File: src/cgmb_pkg.sv
// ----------------------------------------------------------------------------
// Code granule mark bitmap package
// Shared types, constants and operation codes.
// ----------------------------------------------------------------------------
package cgmb_pkg;

	localparam int unsigned ADDR_BITS_DEF  = 20;
	localparam int unsigned GRAN_SHIFT_DEF = 2;
	localparam int unsigned MAX_LEN_DEF    = 4096;
	localparam int unsigned LEN_W          = 13;
	localparam int unsigned OP_W           = 2;
	localparam int unsigned WORD_W         = 64;
	localparam int unsigned BIT_IDX_W      = 6;

	typedef enum logic [OP_W-1:0] {
		OP_MARK    = 2'd0,
		OP_UNMARK  = 2'd1,
		OP_ANY     = 2'd2,
		OP_ALL     = 2'd3
	} op_t;

	typedef enum logic [2:0] {
		ST_CLEAR,
		ST_IDLE,
		ST_READ,
		ST_WAIT,
		ST_WRITE,
		ST_DONE
	} bk_state_t;

endpackage

File: src/cgmb_front.sv
// ----------------------------------------------------------------------------
// Code granule mark bitmap front end
// Accepts requests, saturates the length and computes the granule range
// into a two-entry queue.
// ----------------------------------------------------------------------------
module cgmb_front #(
	parameter int unsigned ADDR_BITS  = cgmb_pkg::ADDR_BITS_DEF,
	parameter int unsigned GRAN_SHIFT = cgmb_pkg::GRAN_SHIFT_DEF,
	parameter int unsigned MAX_LEN    = cgmb_pkg::MAX_LEN_DEF,
	localparam int unsigned GB        = ADDR_BITS - GRAN_SHIFT
) (
	input  logic                        clk,
	input  logic                        arst_n,
	input  logic                        in_valid,
	output logic                        in_stall,
	input  logic [cgmb_pkg::OP_W-1:0]   op,
	input  logic [ADDR_BITS-1:0]        addr,
	input  logic [cgmb_pkg::LEN_W-1:0]  len,
	output logic                        q_valid,
	input  logic                        q_pop,
	output cgmb_pkg::op_t               q_op,
	output logic [GB-1:0]               q_first,
	output logic [GB-1:0]               q_last,
	output logic                        q_empty_range
);

	localparam int unsigned LW = (cgmb_pkg::LEN_W > $clog2(MAX_LEN + 1)) ?
		cgmb_pkg::LEN_W : $clog2(MAX_LEN + 1);

	cgmb_pkg::op_t   op_q    [2];
	logic [GB-1:0]   first_q [2];
	logic [GB-1:0]   last_q  [2];
	logic            empty_q [2];
	logic            wp_q, rp_q;
	logic [1:0]      cnt_q;

	logic [LW-1:0]        len_x, len_s;
	logic [ADDR_BITS-1:0] end_a;
	logic                 push;

	assign in_stall = (cnt_q == 2'd2);
	assign push     = in_valid && !in_stall;

	always_comb begin
		len_x = LW'(len);
		len_s = (len_x > LW'(MAX_LEN)) ? LW'(MAX_LEN) : len_x;
		end_a = addr + ADDR_BITS'(len_s) - ADDR_BITS'(1);
	end

	always_ff @(posedge clk) begin
		if (push) begin
			op_q[wp_q]    <= cgmb_pkg::op_t'(op);
			first_q[wp_q] <= addr[ADDR_BITS-1:GRAN_SHIFT];
			last_q[wp_q]  <= end_a[ADDR_BITS-1:GRAN_SHIFT];
			empty_q[wp_q] <= (len_s == '0);
		end
	end

	always_ff @(posedge clk or negedge arst_n) begin
		if (!arst_n) begin
			wp_q  <= 1'b0;
			rp_q  <= 1'b0;
			cnt_q <= 2'd0;
		end else begin
			if (push) wp_q <= !wp_q;
			if (q_pop) rp_q <= !rp_q;
			cnt_q <= cnt_q + 2'(push) - 2'(q_pop);
		end
	end

	assign q_valid       = (cnt_q != 2'd0);
	assign q_op          = op_q[rp_q];
	assign q_first       = first_q[rp_q];
	assign q_last        = last_q[rp_q];
	assign q_empty_range = empty_q[rp_q];

`ifndef NO_ASSERTIONS
	a_no_overflow: assert property (@(posedge clk) disable iff (!arst_n)
		!(cnt_q == 2'd2 && push)) else $error("queue overflow");
	a_no_underflow: assert property (@(posedge clk) disable iff (!arst_n)
		q_pop |-> q_valid) else $error("queue underflow");
	a_cnt_range: assert property (@(posedge clk) disable iff (!arst_n)
		cnt_q != 2'd3) else $error("bad queue count");
`endif

endmodule

File: config.mk
export PLATFORM = sky130hd
export DESIGN_NAME = cgmb_front
export DESIGN_NICKNAME = d
export VERILOG_FILES = /design/src/cgmb_pkg.sv /design/src/cgmb_front.sv
export SDC_FILE = /design/constraint.sdc
export NUM_CORES = 1
export LEC_CHECK = 0
export BUFFER_PORTS_ARGS = -buffer_cell sky130_fd_sc_hd__buf_2
export CAP_MARGIN = 40
export CELL_PAD_IN_SITES_DETAIL_PLACEMENT = 0
export CELL_PAD_IN_SITES_GLOBAL_PLACEMENT = 1
export CORE_UTILIZATION = 45
export DETAILED_ROUTE_END_ITERATION = 8
export HOLD_SLACK_MARGIN = 0.15
export PLACE_DENSITY = 0.86
export RECOVER_POWER = 50
export SKIP_LAST_GASP = 1
export SLEW_MARGIN = 20
export SYNTH_ARGS = -nofsm -noshare
export SYNTH_HDL_FRONTEND = slang
export SYNTH_SLANG_ARGS = --single-unit
File: constraint.sdc
create_clock -name clk -period 2.92 [get_ports clk]
set_input_delay 0.438 -clock clk [delete_from_list [all_inputs] [get_ports clk]]
set_output_delay 0.438 -clock clk [all_outputs]
set_load 0.02 [all_outputs]
; ---- Yosys cells after proc, flatten, opt, wreduce, memory -nomap -nowiden
; Memory sizes are Yosys's and may differ from the RTL's.
; Index checks and enable logic that the tools add are counted.
[op_classes]
reduce_logical = 6
div = 0
n_mul = 0
n_eq_ne = 1
add_sub_neg = 4
bitwise_logic = 0
n_mux = 3
shift = 0
magnitude_cmp = 1
[ops]
columns = operator, count
row1 = $add 20x13->20, 1
row2 = $sub 20x1->20 const B, 1
row3 = $gt 13x13->1 const B, 1
row4 = $logic_not 13->1, 1
row5 = $mux 13, 1
row6 = $logic_not 1->1, 3
row7 = $add 2x1->2, 1
row8 = $eq 2x2->1 const B, 1
row9 = $mux 1, 2
row10 = $reduce_bool 2->1, 1
row11 = $sub 2x1->2, 1
row12 = $logic_and 1x1->1, 1
[word_totals]
input_bits = 39
memories = 4
latch_bits = 0
regBits = 4
mem_bits_rw = 78
elab_cells = 22
out_inout_bits = 41
rom_bits = 0
[mem_list]
columns = name, words, word_bits, rd, rd_ports_with_merged_regs, write_ports, line_no
row1 = first_q, 2, 18, 1, 0, 1, cgmb_front.sv:31  ; logic [GB-1:0] first_q [2];
row2 = last_q, 2, 18, 1, 0, 1, cgmb_front.sv:32  ; logic [GB-1:0] last_q [2];
row3 = op_q, 2, 2, 1, 0, 1, cgmb_front.sv:30  ; cgmb_pkg::op_t op_q [2];
row4 = empty_q, 2, 1, 1, 0, 1, cgmb_front.sv:33  ; logic empty_q [2];

; ---- Logic depth before layout (Yosys ltp)
; Gate-level depths: netlist (run 1).
[logic_depth]
depth_word = 5
depth_mapped = 13
depth_no_buf = 12

; ---- Least setup slack after synthesis (run 1)
; No wires, ideal clock.
[synth_timing]
path_type = in2reg
startpoint = in len[12] in the netlist's numbering
endpoint = mem last_q[0][17] in the netlist's numbering (data pin)
t_required_ns = 2.657
setup_slack_ns = -0.119
n_path_buf = 1
arrival_time_ns = 2.776
setup_time_ns = 0.263
stages = 12
cell_sequence = inv_1 clkbuf_1 nand2_1 ha_1 inv_1 ha_1 nor2b_4 o2111ai_1 a31oi_1 a311o_1 and3_1 a211o_1
[synth_via]
elab_chain_cells = 4
[synth_rtl]
columns = item, line_no
row1 = from (decl), cgmb_front.sv:18  ; input logic [cgmb_pkg::LEN_W-1:0] len,
row2 = $gt 13x13->1, cgmb_front.sv:46  ; len_s = (len_x > LW'(MAX_LEN)) ? LW'(MAX_LEN) : len_x;
row3 = $mux 13 *, cgmb_front.sv:46
row4 = $add 20x13->20 *, cgmb_front.sv:47  ; end_a = addr + ADDR_BITS'(len_s) - ADDR_BITS'(1);
row5 = $sub 20x1->20 *, cgmb_front.sv:47
row6 = named net end_a[19], cgmb_front.sv:38  ; logic [ADDR_BITS-1:0] end_a;
row7 = to (decl), cgmb_front.sv:32
; Mark *: on every way through the listed nets, which the timed path passes. The rest lies on a longest branch.

; ---- Worst setup path after layout (run 1)
[layout_timing]
startpoint = in len[12] in the netlist's numbering
endpoint = mem last_q[1][17] in the netlist's numbering (data pin)
; Same word-level chain as after synthesis.

==> results of run 1 <==
final timing paths:
| path | cells past startpoint | slack, ns | endpoint | startpoint |
|---|---|---|---|---|
| worst min register to register | 1 | 0.51 | wp_q | wp_q |
| min in group asynchronous | 2 | 0.44 | rp_q | arst_n |
| worst max-delay path | 14 | 0.17 | last_q[1][17] | len[12] |
| max in group asynchronous | 2 | 2.31 | cnt_q[0] | arst_n |
| worst min-delay path | 1 | 0.28 | op_q[1][0] | op[0] |
| worst max register to register | 4 | 0.40 | last_q[0][11] | cnt_q[1] |
flip-flops by register name, summed over array words and instances (netlist names):
name     flops
first_q     36
wp_q         1
rp_q         1
cnt_q        2
last_q      36
op_q         4
empty_q      2
layout make-up:
type,instances,area (um^2)
Fill cell,782,4010
Clock inverter,5,56.3
Tap cell,111,139
Clock buffer,11,131
Sequential cell,82,2440
Inverter,52,195
Multi-Input combinational cell,188,1600
Timing Repair Buffer,112,623
cell usage after synthesis, types with 2 or more instances:
master     instances  area (um^2)
clkbuf_1           4         15.0
xnor2_1           11         96.3
nand3_1            5         25.0
nor3_1             5         25.0
nand4_1            2         12.5
o21a_1             4         30.0
a21oi_1           10         50.1
nor4_1             2         12.5
xor2_1             7         61.3
o211ai_1           2         15.0
dfrtp_1            4          100
a21o_1             8         60.1
o2111ai_1          2         17.5
a211oi_1           2         15.0
ha_1              31          388
nand2_1           18         67.6
inv_1             52          195
and3_1             4         25.0
a31oi_1            6         37.5
buf_1              4         15.0
o21ai_0            7         35.0
a211o_1            2         17.5
mux2_2            39          439
nor2_1             5         18.8
edfxtp_1          78         2340
kinds of logic (layout without fill, tap and decap cells):
kind of cell    count (synthesis)  count (layout)  share of synthesized area
fa+ha+maj                      32              32                     0.0957
compound gates                 48              48                     0.0758
mux                            39              39                      0.103
simple gates                   51              51                     0.0623
buf+inv                        60             180                     0.0529
flops                          82              82                      0.573
xor+xnor                       18              18                     0.0370
worst max-delay path, cell delays in order:
cell      delay (ns)
clkbuf_1        0.09
inv_2           0.09
buf_4           0.12
nand2_1         0.05
ha_1            0.27
inv_1           0.04
ha_1            0.34
a21o_1          0.20
a21oi_1         0.13
a31oi_1         0.10
buf_4           0.15
a311o_1         0.39
and3_1          0.16
a211o_1         0.27
per-layer routing:
metal	GRT usage	wire, um
met1	0.235	3790
met2	0.286	3850
met3	0.0302	354
met4	0.0667	116
met5	0	0
per-stage QoR:
stage	cell area [um^2]	setup WS, ns	cells	hold WS [ns]	power (mW)
finish	5190	0.167	561	0.279	4.34
global route	5190	0.0260	561	0.267	4.57
CTS	5230	0.119	561	0.263	4.40
detailed placement	5030	-0.248	544	0.248	3.60
global placement	5010	-0.194	543	0.246	3.53
floorplan	4260	0.0115	330	0.142	2.98
cell usage in the layout (no fill, tap or decap), types with 7 or more instances in the layout:
master / instances
a21oi_1: 10
nand2_1: 18
xnor2_1: 11
xor2_1: 7
buf_4: 28
ha_1: 31
clkbuf_1: 26
inv_1: 51
clkbuf_8: 9
buf_2: 57
a21o_1: 8
edfxtp_1: 78
o21ai_0: 7
mux2_2: 39
where the power goes:
part	switching, mW	internal (mW)	total [mW]
logic	1.01	0.741	1.75
registers	0.117	1.68	1.79
clock network	0.402	0.395	0.796
timing repair:
item                                   4_1_cts  5_1_grt
setup endpoints to repair                    0        6
endpoints found under the hold margin        4        0
gates resized for setup                      0        3
hold buffers                                 1        0
==> flow_metrics.tcl, run 1 <==
set metrics [dict create \
    vdd_drop_max_mv 0.406 \
    cp_data_arrival_time_ns 2.86 \
    overflow 0 \
    htreeDepth 3 \
    num_rows 35 \
    root_buffer "clkbuf_8" \
    max-slew-margin-rel -0.0143 \
    rsz0062_at_grt "no" \
    critPathKind "input pin to register" \
    synth_seq_area_share 0.573 \
    clock_sinks 82 \
    worst_pin_slew_ns 1.52 \
    die_width_um 99.3 \
    synth.net_count 401 \
    post_cts.repair.setup_buffers 0 \
    synth_cell_types 41 \
    powerDensity_nw_per_um2 836 \
    antenna_found_initial 0 \
    wl_per_cell_um 14.5 \
    power_leakage_nw 2.21 \
    status "finished, violations left" \
    die_y_um 99.3 \
    report.final.hold_viol_count 0 \
    drt-pass1-iter-count 6 \
    cp_max_fo 6 \
    pin_count 80 \
    area_growth_pct 21.8 \
    setup-tns-final_ns 0 \
    required_ns 3.02 \
    layout-drive-gt1-share 0.322 \
    io_buffer_count 79 \
    drt_iter0_drc 82 \
    cts_buffer_depth 2 \
    synth_seq_cells 82 \
    drc_errors 0 \
    synth_flop_cell "edfxtp_1" \
    dr_total_vias 2849 \
    synth_edf_count 78 \
    startpoint_type "input pin" \
    clk_latency_ns 0.35 \
    dpl.hpwl_um 6080 \
    yosysWarnings 0 \
    ys_async_sr_fraction 0.0488 \
    setup_viol 0 \
    critPathCaptureType "register" \
    fp.dieArea_um2 9860 \
    grt_pass1_wl_um 13200 \
    min_period_ns 2.75 \
    utilization 0.564 \
    cts.clk_slew.worst_paths_ns 0.08 \
    synth_area_um2 4260 \
    synth_cells 330 \
    post_synth.cell_area_avg_um2 12.9 \
    nets 516 \
    drt-vias-per-instance 5.08 \
    grt_max_degree 25 \
    fp.coreArea_um2 9200 \
    numCtsBuffers 9 \
    final-max-slew-violation-count 17 \
    antenna_cells 0 \
    wirelength_um 8110 \
    max_freq_ghz 0.363 \
    violations "max-capacitance violations, max-slew violations" \
    grt_use_total 0.175 \
    cts_tree "built" \
    start_util 0.463 \
    final_antenna_net_count 0 \
    place_congestion 0.831 \
    grt_pass1_vias 2807 \
    worst_clock_skew_ns 0.00693 \
    hold_class "input pin to register" \
    maxCapViolCount 1 \
    fin_crit_sh 0.943 \
]
Note: power is estimated with default switching activity, not from simulation.
==> run 2: changes to the inputs <==
--- a/config.mk
+++ b/config.mk
@@ -9,11 +9,11 @@
 export CAP_MARGIN = 40
 export CELL_PAD_IN_SITES_DETAIL_PLACEMENT = 0
 export CELL_PAD_IN_SITES_GLOBAL_PLACEMENT = 1
-export CORE_UTILIZATION = 45
+export CORE_UTILIZATION = 35
 export DETAILED_ROUTE_END_ITERATION = 8
 export HOLD_SLACK_MARGIN = 0.15
-export PLACE_DENSITY = 0.86
-export RECOVER_POWER = 50
+export PLACE_DENSITY = 0.73
+export RECOVER_POWER = 100
 export SKIP_LAST_GASP = 1
 export SLEW_MARGIN = 20
 export SYNTH_ARGS = -nofsm -noshare
==> constraint.sdc (replaced) <==
create_clock -name clk -period 2.28 [get_ports clk]
set_input_delay 0.342 -clock clk [delete_from_list [all_inputs] [get_ports clk]]
set_output_delay 0.342 -clock clk [all_outputs]
set_load 0.02 [all_outputs]
==> run 2 against run 1 <==
  * The flow finishes with violations (design-rule violations, negative setup slack)
  * Sequential cell count did not move
  * Clock power grew 77%
  * Global-route usage decreased by 2.4 points
  * Setup slack worse by 0.23 ns
  * Via count grew 3.8%
  * Final cell count increased by 10%
  * Utilization decreased by 5.1 points
  * Die area is 28% higher
  * Largest power group is now combinational logic
==> flow_metrics.tcl, run 2 (synthesized netlist as in run 1, its figures left out) <==
set metrics [dict create \
    dpl.hpwl_um 6370 \
    cts_tree "built" \
    clk_latency_ns 0.34 \
    antenna_found_initial 0 \
    fp.dieArea_um2 12600 \
    wl_per_cell_um 14.7 \
    dr_total_vias 2957 \
    drt_iter0_drc 73 \
    grt_pass1_wl_um 14700 \
    startpoint_type "input pin" \
    maxCapViolCount 0 \
    switching_share 0.339 \
    seqPwrFrac 0.368 \
    pin_count 80 \
    utilization 0.513 \
    max_freq_ghz 0.427 \
    max_stage_delay_ns 0.38 \
    layout-drive-gt1-share 0.478 \
    antenna_cells 0 \
    vdd_drop_max_mv 0.559 \
    p_sw_mw 2.12 \
    critPathKind "input pin to register" \
    clockPowerShare 0.226 \
    powerDensity_nw_per_um2 1040 \
    seqCellArea_um2 2440 \
    status "finished, violations left" \
    die_y_um 112 \
    htreeDepth 3 \
    grt_max_degree 40 \
    multi_input_area_um2 1980 \
    final_antenna_net_count 0 \
    internal-power_mw 4.12 \
    rsz0062_at_grt "yes" \
    numCtsBuffers 9 \
    power_frac_comb 0.406 \
    crit_family "compound AO/OA/AOI/OAI gates" \
    fin_hold_ws_ns 0.199 \
    required_ns 2.37 \
    power_leakage_nw 2.47 \
    violations "design-rule violations, negative setup slack" \
    nets 541 \
    io_buffer_count 79 \
    cpMaxStageDelayCell "a311o_1" \
    power_mw 6.24 \
    fillers 1030 \
    crit_chain "buf_12 -> inv_12 -> buf_8 -> nand2_4 -> ha_4 -> inv_4 -> ha_4 -> nor2b_4 -> o2111ai_4 -> a31oi_2 -> a311o_1 -> buf_6 -> a31oi_4 -> xnor2_1" \
    cts.clk_slew.worst_paths_ns 0.06 \
    layout_commonest_cell "edfxtp_1" \
    report.final.hold_viol_count 0 \
    grt_use_total 0.151 \
    postLayoutCellArea_um2 5990 \
    place_area_um2 5430 \
    root_buffer "clkbuf_16" \
    drt-vias-per-instance 4.78 \
    num_rows 39 \
    overflow 0 \
    layout_common_cells "78 x edfxtp_1, 61 x buf_2, 43 x inv_1, 41 x buf_4, 39 x mux2_2" \
    clock_sinks 82 \
    cpMostUsedCell "ha_4" \
    min_period_ns 2.34 \
    top_regs "first_q: 36 flops, last_q: 36 flops, op_q: 4 flops" \
    max-slew-margin-rel 0.252 \
    fp.coreArea_um2 11700 \
    setup_viol 8 \
    fin_crit_sh 1.03 \
    final_cells 618 \
    drt-pass1-iter-count 6 \
    worst_clock_skew_ns 0.00338 \
    cp_max_fo 5 \
    dpl_worst_slack_ns -0.632 \
    cp_data_arrival_time_ns 2.43 \
    start_util 0.365 \
    drc_errors 5 \
    die_width_um 112 \
    cts_buffer_depth 2 \
    critPathCaptureType "register" \
    path_buf_inv 5 \
    hold_class "input pin to register" \
    place_congestion 0.773 \
    setup_ws_ns -0.0634 \
    final-max-slew-violation-count 0 \
    placedCellCount 596 \
    worst_pin_slew_ns 1.12 \
    area_growth_pct 40.5 \
    setup-tns-final_ns -0.387 \
    grt_pass1_vias 3030 \
    wirelength_um 9090 \
]
[run 2: changes by cell type in the layout (fill, tap and decap cells not counted), sizes merged]
cell,change
clkinvlp,+2
buf,+26
clkinv,-3
[run 2: routing by layer]
layer | share of wire | global-route usage | routed length, um | up-vias
met4 | 0.0095 | 0.0516 | 86 | 0
li1 | - | - | - | 1477
met3 | 0.038 | 0.0421 | 347 | 9
met5 | 0 | 0 | 0 | -
met1 | 0.46 | 0.192 | 4170 | 1412
met2 | 0.49 | 0.248 | 4480 | 59
[run 2: path summary, 6_finish.rpt]
kind                           from             to  slack [ns]  depth (start not counted)
max in group asynchronous    arst_n           rp_q        1.73                          2
setup reg to reg           cnt_q[0]  first_q[1][9]        0.34                          3
hold reg to reg            cnt_q[1]       cnt_q[1]        0.49                          1
hold / removal                op[0]     op_q[1][0]        0.20                          1
min in group asynchronous    arst_n       cnt_q[1]        0.36                          2
setup / recovery            len[12]  last_q[1][15]       -0.06                         14
[run 2: cell type report]
cell class                      count  share of cell area
Timing Repair Buffer              137               0.147
Clock inverter                      4             0.00878
Multi-Input combinational cell    188               0.331
Sequential cell                    82               0.408
Inverter                           52              0.0355
Tap cell                          143              0.0299
Clock buffer                       12              0.0395
[run 2: power by group through the flow]
stage | Clock [mW] | Sequential [mW] | Combinational, mW
CTS | 1.45 | 2.30 | 2.53
finish | 1.41 | 2.30 | 2.53
global route | 1.51 | 2.35 | 2.74
global placement | 0 | 2.31 | 2.44
detailed placement | 0 | 2.33 | 2.47
floorplan | 0 | 2.25 | 1.64
[run 2: repair_timing]
action	in CTS	in global routing
hold endpoints to repair	4	0
gates cloned	0	0
setup endpoints to repair	16	20
pin swaps	14	13
hold buffers	1	0
resized for setup	21	27
buffers inserted	5	2
==> run 3: changes to the inputs <==
--- a/config.mk
+++ b/config.mk
@@ -12,7 +12,7 @@
 export CORE_UTILIZATION = 35
 export DETAILED_ROUTE_END_ITERATION = 8
 export HOLD_SLACK_MARGIN = 0.15
-export PLACE_DENSITY = 0.73
+export PLACE_DENSITY = 0.64
 export RECOVER_POWER = 100
 export SKIP_LAST_GASP = 1
 export SLEW_MARGIN = 20
==> run 3 against run 2 <==
  * Combinational power hardly changed
  * The run still ends with design-rule violations, negative setup slack left
  * Global-route usage is 0.098 points lower
  * Sequential share of layout area hardly changed
  * Highest routed layer unchanged
  * Setup slack worse by 0.044 ns
  * Largest cell class unchanged
==> flow_metrics.tcl, run 3 (synthesized netlist as in run 1, its figures left out) <==
set metrics [dict create \
    internal-power_mw 4.22 \
    antenna_cells 0 \
    worst_clock_skew_ns 0.00413 \
    htreeDepth 3 \
    report.final.hold_viol_count 0 \
    cp_max_fo 6 \
    area_growth_pct 40.5 \
    cp_data_arrival_time_ns 2.47 \
    fin_hold_ws_ns 0.184 \
    reg2reg_to "last_q[1][9]" \
    crit_chain "buf_12 -> inv_12 -> buf_8 -> nand2_4 -> ha_4 -> inv_1 -> ha_2 -> a21o_1 -> a21oi_2 -> a31oi_4 -> a311o_1 -> buf_6 -> buf_4 -> xor2_2" \
    clockPowerShare 0.241 \
    clock_sinks 82 \
    critPathCaptureType "register" \
    fin_crit_sh 1.05 \
    power_frac_comb 0.402 \
    clk_latency_ns 0.34 \
    numCtsBuffers 9 \
    final_cells 618 \
    nets 541 \
    layout_commonest_cell "edfxtp_1" \
    dr_total_vias 2954 \
    overflow 0 \
    status "finished, violations left" \
    cpMaxStageDelayCell "a311o_1" \
    postLayoutCellArea_um2 5980 \
    rrSetupSlack_ns 0.36 \
    fp.coreArea_um2 11700 \
    startpoint_type "input pin" \
    critPathKind "input pin to register" \
    utilization 0.513 \
    rsz0062_at_grt "yes" \
    fillers 1001 \
    die_width_um 112 \
    cts.clk_slew.worst_paths_ns 0.06 \
    drc_errors 6 \
    grt_pass1_vias 2936 \
    num_rows 39 \
    setup-tns-final_ns -0.540 \
    min_path_cells 1 \
    max-slew-margin-rel 0.267 \
    setup_ws_ns -0.107 \
    power_leakage_nw 2.49 \
    maxCapViolCount 0 \
    powerDensity_nw_per_um2 1060 \
    seqPwrFrac 0.358 \
    p_sw_mw 2.11 \
    start_util 0.365 \
    final-max-slew-violation-count 0 \
    grt_pass1_wl_um 14400 \
    drt_iter0_drc 114 \
    drt-pass1-iter-count 6 \
    drt-vias-per-instance 4.78 \
    wl_per_cell_um 14.6 \
    vdd_drop_max_mv 0.406 \
    cts_buffer_depth 2 \
    setup_viol 8 \
    hold_start "op[1]" \
    crit_family "compound AO/OA/AOI/OAI gates" \
    place_congestion 0.737 \
    worst_pin_slew_ns 1.10 \
    top_regs "first_q: 36 flops, last_q: 36 flops, op_q: 4 flops" \
    io_buffer_count 79 \
    fp.dieArea_um2 12600 \
    grt_max_degree 40 \
    final_antenna_net_count 0 \
    dpl.hpwl_um 6370 \
    grt_use_total 0.150 \
    layout-drive-gt1-share 0.480 \
    cts_tree "built" \
    antenna_found_initial 0 \
    path_buf_inv 6 \
    die_y_um 112 \
    reg2reg_depth 3 \
    switching_share 0.334 \
    required_ns 2.36 \
    root_buffer "clkbuf_16" \
    wirelength_um 9040 \
    hold_class "input pin to register" \
    reg2reg_from "cnt_q[0]" \
    pin_count 80 \
    violations "design-rule violations, negative setup slack" \
    place_area_um2 5400 \
    hold_end "op_q[1][1]" \
    placedCellCount 593 \
    min_period_ns 2.39 \
    max_freq_ghz 0.419 \
    max_stage_delay_ns 0.39 \
    layout_common_cells "78 x edfxtp_1, 63 x buf_2, 46 x buf_4, 42 x inv_1, 39 x mux2_2" \
]
run 3: cell count changes in the layout (fill, tap and decap cells not counted), sizes merged:
cell	change
clkinvlp	-3
clkbuf	-7
buf	+5
bufinv	+1
clkinv	+4
run 3: timing repair:
item | 4_1_cts | 5_1_grt
gates resized for setup | 18 | 28
hold buffers | 1 | 0
endpoints found under the setup margin | 14 | 18
setup buffers | 4 | 4
pin swaps | 13 | 22
hold endpoints to repair | 4 | 0
run 3: layout make-up:
type,count,area (um^2),area share
repair buffers,137,866,0.145
well taps,143,179,0.0299
inverters,52,208,0.0347
flip-flops and latches,82,2440,0.408
clock buffers,10,229,0.0383
multi-input cells,188,1980,0.331
clock inverters,6,81.3,0.0136
run 3: worst max path at each step:
stage	from	endpoint	slack (ns)	cells after the start
after global placement	len[12]	last_q[0][17]	-0.59	13
after CTS	len[12]	last_q[1][17]	-0.11	13
after global routing	len[12]	last_q[1][13]	-0.16	14
after floorplan	len[12]	last_q[0][17]	-0.25	12
after detailed placement	len[12]	last_q[0][17]	-0.64	13
final	len[12]	last_q[1][13]	-0.11	14
run 3: layer usage:
metal	track usage	vias to the layer above	part of all wire
met5	0	-	0
met4	0.0640	0	0.016
met3	0.0427	10	0.040
met2	0.228	58	0.47
met1	0.201	1408	0.47
li1	-	1478	-
run 3: power by group through the flow:
stage                     combinational (mW)  sequential [mW]  clock, mW
final                                   2.54             2.26       1.52
after global routing                    2.75             2.30       1.62
after CTS                               2.54             2.26       1.57
after detailed placement                2.49             2.29          0
after global placement                  2.46             2.27          0
after floorplan                         1.64             2.25          0
run 3: worst reg2reg max path, stage by stage (launching register included):
cell and delay, ns:
dfrtp_1 0.37, nand2b_1 0.15, and3_2 0.18, clkbuf_2 0.82
run 3: metrics by stage:
step,setup WS (ns),power (mW)
after floorplan,-0.251,3.89
after global placement,-0.594,4.73
after detailed placement,-0.636,4.78
after CTS,-0.113,6.37
after global routing,-0.162,6.68
final,-0.107,6.33
